`src/sv/pvc_pkg.sv`:
```
`timescale 1ns / 1ps
// -----------------------------------------------------------------------------
// pvc_pkg: shared types and constants of the progressive Vigenere cipher unit
// Holds the character codes, register indexes, field widths and small
// mod-26 helpers used by the top level.
// -----------------------------------------------------------------------------
package pvc_pkg;

	localparam int KEY_MAX_DEF = 16;
	localparam int KEY_BYTES   = 16;
	localparam int CFG_W       = 64;
	localparam int CFG_IDX_W   = 2;
	localparam int LEN_W       = 5;
	localparam int POS_W       = 5;

	localparam logic [CFG_IDX_W-1:0] REG_KEY_LOW      = 2'd0;
	localparam logic [CFG_IDX_W-1:0] REG_KEY_HIGH     = 2'd1;
	localparam logic [CFG_IDX_W-1:0] REG_KEY_LENGTH   = 2'd2;
	localparam logic [CFG_IDX_W-1:0] REG_SHIFT_OFFSET = 2'd3;

	localparam logic [7:0] CHAR_LO    = 8'd97;
	localparam logic [7:0] CHAR_HI    = 8'd122;
	localparam logic [7:0] CHAR_SPACE = 8'd32;
	localparam logic [4:0] ALPHA_LEN  = 5'd26;

	localparam logic REQ_ENCODE = 1'b0;
	localparam logic REQ_DECODE = 1'b1;

	typedef struct packed {
		logic [7:0] char_out;
		logic       error;
	} res_t;

	// Remainder of a byte by 26. The quotient comes from a multiply by 79/2048,
	// which is exact over the whole byte range.
	function automatic logic [4:0] byte_mod26(input logic [7:0] b);
		logic [14:0] prod;
		logic [3:0]  quo;
		logic [7:0]  rem;
		prod = 15'(b) * 15'd79;
		quo  = prod[14:11];
		rem  = b - 8'(quo) * 8'(ALPHA_LEN);
		return rem[4:0];
	endfunction

	// Reduce a value below 32 to its remainder by 26.
	function automatic logic [4:0] small_mod26(input logic [4:0] v);
		return (v >= ALPHA_LEN) ? v - ALPHA_LEN : v;
	endfunction

endpackage

```
`src/sv/pvc_in_if.sv`:
```
`timescale 1ns / 1ps
// -----------------------------------------------------------------------------
// pvc_in_if: input character channel
// Valid/ready channel carrying one character with its request type and
// first-of-message mark.
// -----------------------------------------------------------------------------
interface pvc_in_if;
	logic       valid;
	logic       ready;
	logic       req_type;
	logic       first;
	logic [7:0] char_in;

	modport source (output valid, output req_type, output first, output char_in,
		input ready);
	modport sink (input valid, input req_type, input first, input char_in,
		output ready);
endinterface

```
`src/sv/pvc_out_if.sv`:
```
`timescale 1ns / 1ps
// -----------------------------------------------------------------------------
// pvc_out_if: result character channel
// Valid/ready channel carrying one transformed character and its error flag.
// -----------------------------------------------------------------------------
interface pvc_out_if;
	logic       valid;
	logic       ready;
	logic [7:0] char_out;
	logic       error;

	modport source (output valid, output char_out, output error, input ready);
	modport sink (input valid, input char_out, input error, output ready);
endinterface

```
`src/sv/progressive_vigenere_cipher_unit.sv`:
```
`timescale 1ns / 1ps
// -----------------------------------------------------------------------------
// progressive_vigenere_cipher_unit: progressive Vigenere cipher, one char per cycle unless the output stalls
// Results are registered in a two-entry buffer and leave in order of arrival.
// Throughput: one character per cycle while the output side accepts; the buffer
// lets input accept one more character while the output side stalls.
// Reset: key registers 0, key length 1, shift offset 0, key index, position and
// sticky error cleared, result buffer emptied.
// -----------------------------------------------------------------------------
module progressive_vigenere_cipher_unit #(
	parameter int KEY_MAX = pvc_pkg::KEY_MAX_DEF
) (
	input  logic                          clk,
	input  logic                          arst_n,
	input  logic                          cfg_we,
	input  logic [pvc_pkg::CFG_IDX_W-1:0] cfg_index,
	input  logic [pvc_pkg::CFG_W-1:0]     cfg_wdata,
	pvc_in_if.sink                        in_ch,
	pvc_out_if.source                     out_ch
);

	localparam int KIDX_W = (KEY_MAX > 1) ? $clog2(KEY_MAX) : 1;
	localparam logic [pvc_pkg::LEN_W-1:0] KEY_MAX_L = pvc_pkg::LEN_W'(KEY_MAX);

	// Configuration registers
	logic [pvc_pkg::CFG_W-1:0]   key_low_q;
	logic [pvc_pkg::CFG_W-1:0]   key_high_q;
	logic [pvc_pkg::LEN_W-1:0]   key_length_q;
	logic [4:0]                  shift_offset_q;

	// Message state
	logic [KIDX_W-1:0]           key_index_q;
	logic [pvc_pkg::POS_W-1:0]   position_q;
	logic                        aborted_q;

	// Result buffer
	pvc_pkg::res_t               buf0_q;
	pvc_pkg::res_t               buf1_q;
	logic [1:0]                  count_q;

	logic                        in_acc;
	logic                        out_acc;
	logic [pvc_pkg::LEN_W-1:0]   eff_len;
	logic [KIDX_W-1:0]           idx_base;
	logic [KIDX_W-1:0]           idx;
	logic [pvc_pkg::LEN_W-1:0]   idx_inc;
	logic [pvc_pkg::POS_W-1:0]   pos_base;
	logic                        abort_base;
	logic                        bad_char;
	logic                        err;
	logic [3:0]                  key_byte_sel;
	logic [7:0]                  key_byte;
	logic [4:0]                  key_let;
	logic [6:0]                  shift_sum;
	logic [4:0]                  shift;
	logic [4:0]                  letter;
	logic [5:0]                  enc_sum;
	logic [4:0]                  new_letter;
	pvc_pkg::res_t               res;
	logic [127:0]                key_all;

	assign in_acc       = in_ch.valid && in_ch.ready;
	assign out_acc      = out_ch.valid && out_ch.ready;
	assign in_ch.ready  = (count_q != 2'd2);
	assign out_ch.valid = (count_q != 2'd0);
	assign out_ch.char_out = buf0_q.char_out;
	assign out_ch.error    = buf0_q.error;

	always_ff @(posedge clk or negedge arst_n) begin
		if (!arst_n) begin
			key_low_q      <= '0;
			key_high_q     <= '0;
			key_length_q   <= pvc_pkg::LEN_W'(1);
			shift_offset_q <= '0;
		end else if (cfg_we) begin
			case (cfg_index)
				pvc_pkg::REG_KEY_LOW:      key_low_q      <= cfg_wdata;
				pvc_pkg::REG_KEY_HIGH:     key_high_q     <= cfg_wdata;
				pvc_pkg::REG_KEY_LENGTH:   key_length_q   <= cfg_wdata[pvc_pkg::LEN_W-1:0];
				pvc_pkg::REG_SHIFT_OFFSET: shift_offset_q <= cfg_wdata[4:0];
				default: ;
			endcase
		end
	end

	always_comb begin
		// Length zero counts as one, anything above the key capacity is clamped.
		if (key_length_q == '0) begin
			eff_len = pvc_pkg::LEN_W'(1);
		end else if (key_length_q > KEY_MAX_L) begin
			eff_len = KEY_MAX_L;
		end else begin
			eff_len = key_length_q;
		end

		idx_base   = in_ch.first ? '0 : key_index_q;
		pos_base   = in_ch.first ? '0 : position_q;
		abort_base = in_ch.first ? 1'b0 : aborted_q;

		// An index left beyond a shortened key falls back to the first letter.
		idx     = (pvc_pkg::LEN_W'(idx_base) >= eff_len) ? '0 : idx_base;
		idx_inc = pvc_pkg::LEN_W'(idx) + pvc_pkg::LEN_W'(1);

		bad_char = (in_ch.char_in != pvc_pkg::CHAR_SPACE)
			&& ((in_ch.char_in < pvc_pkg::CHAR_LO) || (in_ch.char_in > pvc_pkg::CHAR_HI));
		err = abort_base || bad_char;

		key_all      = {key_high_q, key_low_q};
		key_byte_sel = 4'(idx);
		key_byte     = key_all[{key_byte_sel, 3'b000} +: 8];
		key_let      = pvc_pkg::byte_mod26(key_byte);

		shift_sum = 7'(key_let) + 7'(pvc_pkg::small_mod26(shift_offset_q)) + 7'(pos_base);
		if (shift_sum >= 7'd52) begin
			shift = 5'(shift_sum - 7'd52);
		end else if (shift_sum >= 7'd26) begin
			shift = 5'(shift_sum - 7'd26);
		end else begin
			shift = 5'(shift_sum);
		end

		letter  = 5'(in_ch.char_in - pvc_pkg::CHAR_LO);
		enc_sum = 6'(letter) + 6'(shift);
		if (in_ch.req_type == pvc_pkg::REQ_DECODE) begin
			new_letter = (letter >= shift) ? letter - shift
				: letter + pvc_pkg::ALPHA_LEN - shift;
		end else begin
			new_letter = (enc_sum >= 6'(pvc_pkg::ALPHA_LEN))
				? 5'(enc_sum - 6'(pvc_pkg::ALPHA_LEN)) : 5'(enc_sum);
		end

		if (err) begin
			res.char_out = '0;
			res.error    = 1'b1;
		end else if (in_ch.char_in == pvc_pkg::CHAR_SPACE) begin
			res.char_out = pvc_pkg::CHAR_SPACE;
			res.error    = 1'b0;
		end else begin
			res.char_out = 8'(new_letter) + pvc_pkg::CHAR_LO;
			res.error    = 1'b0;
		end
	end

	always_ff @(posedge clk or negedge arst_n) begin
		if (!arst_n) begin
			key_index_q <= '0;
			position_q  <= '0;
			aborted_q   <= 1'b0;
		end else if (in_acc) begin
			if (err) begin
				// A bad message freezes its key index and position.
				key_index_q <= idx_base;
				position_q  <= pos_base;
				aborted_q   <= 1'b1;
			end else begin
				key_index_q <= (idx_inc >= eff_len) ? '0 : KIDX_W'(idx_inc);
				position_q  <= (pos_base == pvc_pkg::ALPHA_LEN - 5'd1) ? '0
					: pos_base + 5'd1;
				aborted_q   <= 1'b0;
			end
		end
	end

	always_ff @(posedge clk or negedge arst_n) begin
		if (!arst_n) begin
			count_q <= 2'd0;
		end else begin
			case (count_q)
				2'd0: if (in_acc) count_q <= 2'd1;
				2'd1: begin
					if (in_acc && !out_acc) begin
						count_q <= 2'd2;
					end else if (!in_acc && out_acc) begin
						count_q <= 2'd0;
					end
				end
				2'd2: if (out_acc) count_q <= 2'd1;
				default: count_q <= 2'd0;
			endcase
		end
	end

	always_ff @(posedge clk) begin
		case (count_q)
			2'd0: if (in_acc) buf0_q <= res;
			2'd1: begin
				if (in_acc && out_acc) begin
					buf0_q <= res;
				end else if (in_acc) begin
					buf1_q <= res;
				end
			end
			2'd2: if (out_acc) buf0_q <= buf1_q;
			default: ;
		endcase
	end

endmodule
```
`src/flat_wrapper.sv`:
```
// flat-port wrapper written by rule: the top's interface ports become plain ports
module progressive_vigenere_cipher_unit_flat 
#(
	parameter int KEY_MAX = pvc_pkg::KEY_MAX_DEF
)
  (clk, arst_n, cfg_we, cfg_index, cfg_wdata, in_ch_valid, in_ch_req_type, in_ch_first, in_ch_char_in, in_ch_ready, out_ch_valid, out_ch_char_out, out_ch_error, out_ch_ready);
  pvc_in_if in_ch_i ();
  pvc_out_if out_ch_i ();
  input  logic clk;
  input  logic arst_n;
  input  logic cfg_we;
  input  logic [pvc_pkg::CFG_IDX_W-1:0] cfg_index;
  input  logic [pvc_pkg::CFG_W-1:0] cfg_wdata;
  input wire logic [$bits(in_ch_i.valid)-1:0] in_ch_valid;
  input wire logic [$bits(in_ch_i.req_type)-1:0] in_ch_req_type;
  input wire logic [$bits(in_ch_i.first)-1:0] in_ch_first;
  input wire logic [$bits(in_ch_i.char_in)-1:0] in_ch_char_in;
  output wire logic [$bits(in_ch_i.ready)-1:0] in_ch_ready;
  output wire logic [$bits(out_ch_i.valid)-1:0] out_ch_valid;
  output wire logic [$bits(out_ch_i.char_out)-1:0] out_ch_char_out;
  output wire logic [$bits(out_ch_i.error)-1:0] out_ch_error;
  input wire logic [$bits(out_ch_i.ready)-1:0] out_ch_ready;
  assign in_ch_i.valid = in_ch_valid;
  assign in_ch_i.req_type = in_ch_req_type;
  assign in_ch_i.first = in_ch_first;
  assign in_ch_i.char_in = in_ch_char_in;
  assign in_ch_ready = in_ch_i.ready;
  assign out_ch_valid = out_ch_i.valid;
  assign out_ch_char_out = out_ch_i.char_out;
  assign out_ch_error = out_ch_i.error;
  assign out_ch_i.ready = out_ch_ready;
  progressive_vigenere_cipher_unit #(.KEY_MAX(KEY_MAX)) u_core (.clk(clk), .arst_n(arst_n), .cfg_we(cfg_we), .cfg_index(cfg_index), .cfg_wdata(cfg_wdata), .in_ch(in_ch_i), .out_ch(out_ch_i));
endmodule
```
`config.mk`:
```
export PLATFORM = sky130hd
export DESIGN_NAME = progressive_vigenere_cipher_unit_flat
export DESIGN_NICKNAME = d
export VERILOG_FILES = /design/src/sv/pvc_pkg.sv /design/src/sv/pvc_in_if.sv /design/src/sv/pvc_out_if.sv /design/src/sv/progressive_vigenere_cipher_unit.sv /design/src/flat_wrapper.sv
export SDC_FILE = /design/constraint.sdc
export NUM_CORES = 1
export LEC_CHECK = 0
export BUFFER_PORTS_ARGS = -buffer_cell sky130_fd_sc_hd__buf_2
export CORE_MARGIN = 1.5
export CORE_UTILIZATION = 53
export DETAILED_ROUTE_END_ITERATION = 16
export PLACE_DENSITY = 0.72
export SYNTH_ARGS = -nofsm -noshare
export SYNTH_HDL_FRONTEND = slang
export SYNTH_SLANG_ARGS = --single-unit
export TNS_END_PERCENT = 50
```
`constraint.sdc`:
```
create_clock -name clk -period 14.99 [get_ports clk]
set_input_delay 0.7495 -clock clk [delete_from_list [all_inputs] [get_ports clk]]
set_output_delay 0.7495 -clock clk [all_outputs]
set_load 0.01 [all_outputs]
```
---- Word level (Yosys, flattened, before mapping) ----
Cells that the tools add are included.
word-level totals
  register bits ........................... 168
  bits of input ports ..................... 81
cells by class
  $add $sub $neg .......................... 15
  multiply operators ...................... 2
  magnitude comparators ................... 10
  equality and inequality tests ........... 13
  shift operators ......................... 1
  muxes and demuxes ....................... 28
  bitwise operators ....................... 1
  reduce and logical (&&, ||, !) cells .... 22
operators by type and width
  kind                                                                                 count
  128-bit by 8-bit variable part select with 8-bit output                              1
  5-bit two-way mux                                                                    11
  9-bit two-way mux                                                                    5
  9-bit one-hot mux with 3 select lines                                                1
  5-bit subtractor, second input constant                                              4
  4-bit two-way mux                                                                    4
  8-bit by 7-bit multiplier with 15-bit output, second input constant                  1
  5-bit subtractor                                                                     3
  5-bit by 5-bit adder with 6-bit output                                               2
  5-bit greater-or-equal comparator                                                    2
  5-bit by 7-bit adder with 8-bit output, second input constant                        1
  8-bit by 6-bit equality test with 1-bit output, second input constant                1
  8-bit by 7-bit greater-than comparator with 1-bit output, second input constant      1
  8-bit by 7-bit < comparator with 1-bit output, second input constant                 1
  2-bit two-way mux                                                                    4
  8-bit by 6-bit inequality test with 1-bit output, second input constant              1
  2-bit AND reduction                                                                  4
  6-bit by 5-bit adder with 7-bit output                                               1
  7-bit by 5-bit greater-or-equal comparator with 1-bit output, second input constant  1
  7-bit by 6-bit greater-or-equal comparator with 1-bit output, second input constant  1
  2-bit equality test, second input constant                                           3
  6-bit by 5-bit greater-or-equal comparator with 1-bit output, second input constant  1
  1-bit logical AND                                                                    6
  2-bit by 1-bit inequality test with 1-bit output, second input constant              3
  other kinds (23)                                                                     29

---- Depth between registers and ports, before layout ----
  depth after elaboration ................. 23
  depth in mapped cells ................... 59

---- Least setup slack after synthesis ----
No wires, ideal clock.
  path kind ............................... input to register
  from .................................... input in_ch_first
  to ...................................... register u_core.buf0_q (netlist bit u_core.out_ch.char_out[5]) (data pin)
  library setup time ...................... 0.265 ns
  arrival time ............................ 12.037 ns
  path slack .............................. 2.688 ns
  cell stages on the path ................. 55
  path buffers ............................ 5
  cell sequence ........................... nor2b_1 inv_1 buf_2 buf_1 ha_1 nand2b_4 a211o_1 a21boi_2 buf_4 buf_2 buf_4 a31oi_1 a211oi_1 a21oi_1 ha_1 xor2_1 ha_1 inv_1 (+19 left out) ha_1 o21a_1 a21o_1 nand2_1 o31ai_1 a21oi_2 nor2b_1 xnor2_1 ha_1 ha_1 fa_1 xor2_1 o211a_1 a311o_1 a32oi_4 o21ai_2 nor4_4 a21oi_1
on the way
  word-level cells in the longest chain between the ends .. 21
  elaborated cells between the ends (all ways) .. 33
  classes of those cells .................. 10 x add/sub; 2 x mul; 5 x order compare; 1 x shift; 14 x mux; 1 x reduce/logical
RTL lines
  item                                                                                                     RTL line                                                                          text
  from (decl)                                                                                              flat_wrapper.sv:16                                                                input wire logic [$bits(in_ch_i.first)-1:0] in_ch_first;
  4-bit two-way mux                                                                                        progressive_vigenere_cipher_unit.sv:96                                            idx_base = in_ch.first ? '0 : key_index_q;
  4-bit by 5-bit greater-or-equal comparator with 1-bit output                                             progressive_vigenere_cipher_unit.sv:101                                           idx = (pvc_pkg::LEN_W'(idx_base) >= eff_len) ? '0 : idx_base;
  4-bit two-way mux                                                                                        progressive_vigenere_cipher_unit.sv:101
  128-bit by 8-bit variable part select with 8-bit output                                                  progressive_vigenere_cipher_unit.sv:110                                           key_byte = key_all[{key_byte_sel, 3'b000} +: 8];
  8-bit by 7-bit multiplier with 15-bit output                                                             pvc_pkg.sv:40                                                                     prod = 15'(b) * 15'd79;
  4-bit by 3-bit multiplier with 4-bit output                                                              pvc_pkg.sv:42                                                                     rem = b - 8'(quo) * 8'(ALPHA_LEN);
  5-bit subtractor                                                                                         pvc_pkg.sv:42
  5-bit by 5-bit adder with 6-bit output                                                                   progressive_vigenere_cipher_unit.sv:113                                           shift_sum = 7'(key_let) + 7'(pvc_pkg::small_mod26(shift_offset_q)) + 7'(pos_base);
  (+5 left out)                                                                                            n/a
  5-bit subtractor / 6-bit by 5-bit greater-or-equal comparator with 1-bit output (equally long branches)  progressive_vigenere_cipher_unit.sv:129, progressive_vigenere_cipher_unit.sv:128
  5-bit two-way mux                                                                                        progressive_vigenere_cipher_unit.sv:129                                           ? 5'(enc_sum - 6'(pvc_pkg::ALPHA_LEN)) : 5'(enc_sum);
  5-bit two-way mux                                                                                        progressive_vigenere_cipher_unit.sv:124                                           if (in_ch.req_type == pvc_pkg::REQ_DECODE) begin
  5-bit by 7-bit adder with 8-bit output                                                                   progressive_vigenere_cipher_unit.sv:139                                           res.char_out = 8'(new_letter) + pvc_pkg::CHAR_LO;
  9-bit two-way mux                                                                                        progressive_vigenere_cipher_unit.sv:135                                           end else if (in_ch.char_in == pvc_pkg::CHAR_SPACE) begin
  9-bit two-way mux *                                                                                      progressive_vigenere_cipher_unit.sv:132                                           if (err) begin
  9-bit two-way mux, on equally long branches                                                              progressive_vigenere_cipher_unit.sv:187, progressive_vigenere_cipher_unit.sv:185
  9-bit one-hot mux with 3 select lines *                                                                  progressive_vigenere_cipher_unit.sv:184                                           case (count_q)
  to (signal assigned)                                                                                     progressive_vigenere_cipher_unit.sv:185                                           2'd0: if (in_acc) buf0_q <= res;
  to (signal assigned)                                                                                     progressive_vigenere_cipher_unit.sv:188                                           buf0_q <= res;
  to (signal assigned)                                                                                     progressive_vigenere_cipher_unit.sv:193                                           2'd2: if (out_acc) buf0_q <= buf1_q;
  to (decl)                                                                                                progressive_vigenere_cipher_unit.sv:37                                            pvc_pkg::res_t buf0_q;
Mark *: on every way between the ends. The rest lies on a longest branch, timed or not. The select of a mux whose other input is x is not followed.
A chain may end at the register's enable or synchronous reset.

---- Worst setup path in the final report ----
Same ends and word-level chain as after synthesis.

==> results.cfg <==
[global_routing]
first_global_vias = 7980
grtUsageMet2 = 0.3962
antenna_found_initial = 0
grt_max_degree = 80
overflow = 0
grtUsageMet1 = 0.3084
grt_pass1_wl_um = 39790
grt-busiest-layer = met2
gr-usage-met3 = 0.03856
grtUsageTotal = 0.2326

[sta]
grt_setup_unrepaired = no
finalSetupTns_ns = 0
skew_ns = 0.008799
fin_crit_ns = 13.77
slew_headroom = 0.1704
worst_pin_slew_ns = 1.231
finalCritPeriodShare = 0.9188
finalHoldViolCount = 0
setup_violations = 0
slew_viol_final = 0
max_freq_mhz = 72.61

[die]
die_x_um = 145.4
initial_utilization = 0.5470
rows = 51
core_mm2 = 0.01965
io_pins = 92
die-area_mm2 = 0.02115
die_h_um = 145.4

[finish]
multi_input_area_mm2 = 0.006018
layout-drive-gt1-share = 0.2813
syn2layout_area_growth_pct = 12.08
n_fill_cell = 1662
final_common_cell = dfrtp_1
antennaDiodeCount = 0
layout_common_cells = dfrtp_1, mux2_2, buf_2
finalNetCount = 1265
area.sequential_mm2 = 0.004295

[yosys]
synth_seq_area_share = 0.3996
synth.net_count = 1186
ys_ff_latch = 168
async_flop_share = 0.8929
netlist-cell-type-count = 77
netlist_instances = 1003
yosys_warnings = 0
syn_avg_cell_area_um2 = 10.72
netlist_area_mm2 = 0.01075
synth_edf_count = 18
ys.flop_type = dfrtp_1

[route]
drc = 0
via_per_inst = 5.751
drt_first_pass_iters = 5
drtAntennaViolNets = 0
wl_um = 23720
num_vias = 7821
dr.first_iter.drc_count = 563
post_drt_wl_per_cell_um = 17.44

[run_status]
status = complete, no violations

[cts]
cts_setup_buffers = 0
cts_resized = 0
clkTransAtPathRegs_ns = 0.07
numCtsBuffers = 17
cts.path.max_buffers = 2
root_buffer = clkbuf_16
htree_levels = 4
insertion_delay_ns = 0.43
cts_tree = yes
holdBufCountCts = 0
cts_sinks = 168

[flow_run]
maxCapViolCount = 0

[placed_design]
hpwlAfterDp_um = 17270
port_buffers = 91
gp_congestion = 0.8521

[setup_path]
crit_required_ns = 15.16
crit_fanout = 16
critPathCaptureType = register
crit_type = input pin to register
slowest_stage = o21ai_1
critPathArrivalTime_ns = 13.94
cp-start-kind = input pin
critPathMostFrequentCell = ha_1
slowest_delay_ns = 0.69

[hold_path]
hp-class = input pin to async pin
sequential cells by signal, indices dropped and copies added, names as in the netlist:
register and cells:
u_core.shift_offset_q 5, u_core.key_index_q 4, u_core.buf1_q 9, u_core.out_ch.char_out 8, u_core.out_ch.error 1, u_core.key_low_q 64, u_core.key_high_q 64, u_core.aborted_q 1
u_core.position_q 5, u_core.count_q 2, u_core.key_length_q 5
worst max-delay path: cells and delay by family:
kind                     cells  cell delay, ns
AO/OA/AOI/OAI               16            4.08
XOR/XNOR                     8            1.56
adder cells (fa/ha/maj)     13            4.63
buffers and inverters        6            0.83
multiplexers                 1            0.41
AND/OR/NAND/NOR              5            1.65
metal layers:
metal,wire length (um),up-vias,share of wire
li1,-,3737,-
met1,10530,3835,0.44
met2,11670,216,0.49
met3,1074,33,0.045
met4,440,0,0.019
met5,0,-,0
path summary, 6_finish.rpt:
kind	cells past startpoint	slack, ns	from	end
max	49	1.22	in_ch_first	u_core.out_ch.char_out[5]$_DFFE_PP_
min reg2reg	1	0.50	u_core.key_low_q[63]$_DFFE_PN0P_	u_core.key_low_q[63]$_DFFE_PN0P_
min	1	0.36	arst_n	u_core.key_low_q[5]$_DFFE_PN0P_
min in group clk	1	0.50	u_core.key_low_q[63]$_DFFE_PN0P_	u_core.key_low_q[63]$_DFFE_PN0P_
max in group asynchronous	2	13.24	arst_n	u_core.key_high_q[52]$_DFFE_PN0P_
max reg2reg	48	1.51	u_core.key_index_q[2]$_DFFE_PN0P_	u_core.out_ch.char_out[5]$_DFFE_PP_
stage by stage:
stage                     hold WS, ns  area (um2)    util  instances  worst slack [ns]
after floorplan                0.4509       10750       -       1003             2.688
after global placement         0.4663       11460  0.5831       1328             1.226
after detailed placement       0.4900       11460  0.5831       1328            0.8319
after CTS                      0.3886       12050  0.6131       1360             1.198
after global routing           0.4210       12050  0.6131       1360            0.2615
final                          0.3583       12050  0.6131       1360             1.217
synth_stat cells (3+ instances only):
| master | instances | share of area |
|---|---|---|
| clkbuf_1 | 25 | 0.0087 |
| nor3_1 | 17 | 0.0079 |
| o211ai_1 | 6 | 0.0042 |
| a311o_1 | 5 | 0.0047 |
| nand3b_1 | 3 | 0.0021 |
| a31oi_1 | 10 | 0.0058 |
| inv_1 | 65 | 0.023 |
| buf_2 | 10 | 0.0047 |
| o21ai_2 | 4 | 0.0033 |
| buf_1 | 4 | 0.0014 |
| a32oi_1 | 3 | 0.0024 |
| a211oi_1 | 7 | 0.0049 |
| o22ai_1 | 4 | 0.0023 |
| o31ai_1 | 8 | 0.0056 |
| mux2_2 | 141 | 0.15 |
| nand2_1 | 86 | 0.030 |
| nor2b_1 | 13 | 0.0076 |
| o32ai_1 | 3 | 0.0024 |
| a21oi_2 | 5 | 0.0041 |
| o221ai_1 | 4 | 0.0033 |
| nand2b_1 | 11 | 0.0064 |
| nor2_1 | 46 | 0.016 |
| ha_1 | 79 | 0.092 |
| o21bai_1 | 3 | 0.0021 |
| xnor2_1 | 22 | 0.018 |
| or2_2 | 3 | 0.0017 |
| and3_1 | 8 | 0.0047 |
| nor3b_1 | 4 | 0.0028 |
| dfrtp_1 | 149 | 0.35 |
| edfxtp_1 | 18 | 0.050 |
| o21a_1 | 3 | 0.0021 |
| fa_1 | 23 | 0.043 |
| a22o_1 | 4 | 0.0033 |
| and2_1 | 4 | 0.0023 |
| nand3_1 | 16 | 0.0074 |
| xor2_1 | 13 | 0.011 |
| o21ai_0 | 40 | 0.019 |
| a21oi_1 | 50 | 0.023 |
| o21ai_1 | 5 | 0.0023 |
| mux2i_1 | 8 | 0.0074 |
| a211o_1 | 3 | 0.0024 |
| a21o_1 | 12 | 0.0084 |
| or3_1 | 6 | 0.0035 |
| a221oi_1 | 12 | 0.0098 |
cell type report:
class | instances | area share
tap | 265 | 0.02752
inverter | 67 | 0.02087
clock inverter | 14 | 0.01319
multi-input combinational | 725 | 0.4995
timing repair buffer | 103 | 0.04683
clock buffer | 18 | 0.03562
sequential | 168 | 0.3565
kinds of logic after synthesis:
kind of cell,share of synthesized area
adder cells (fa/ha/maj),0.1348
flip-flops,0.3996
XOR/XNOR,0.02851
buffers and inverters,0.04166
AO/OA/AOI/OAI,0.1366
multiplexers,0.1551
AND/OR/NAND/NOR,0.1037
Power is not shown: default switching activity piles up to over one toggle a cycle in this logic, so the estimate is an artifact.
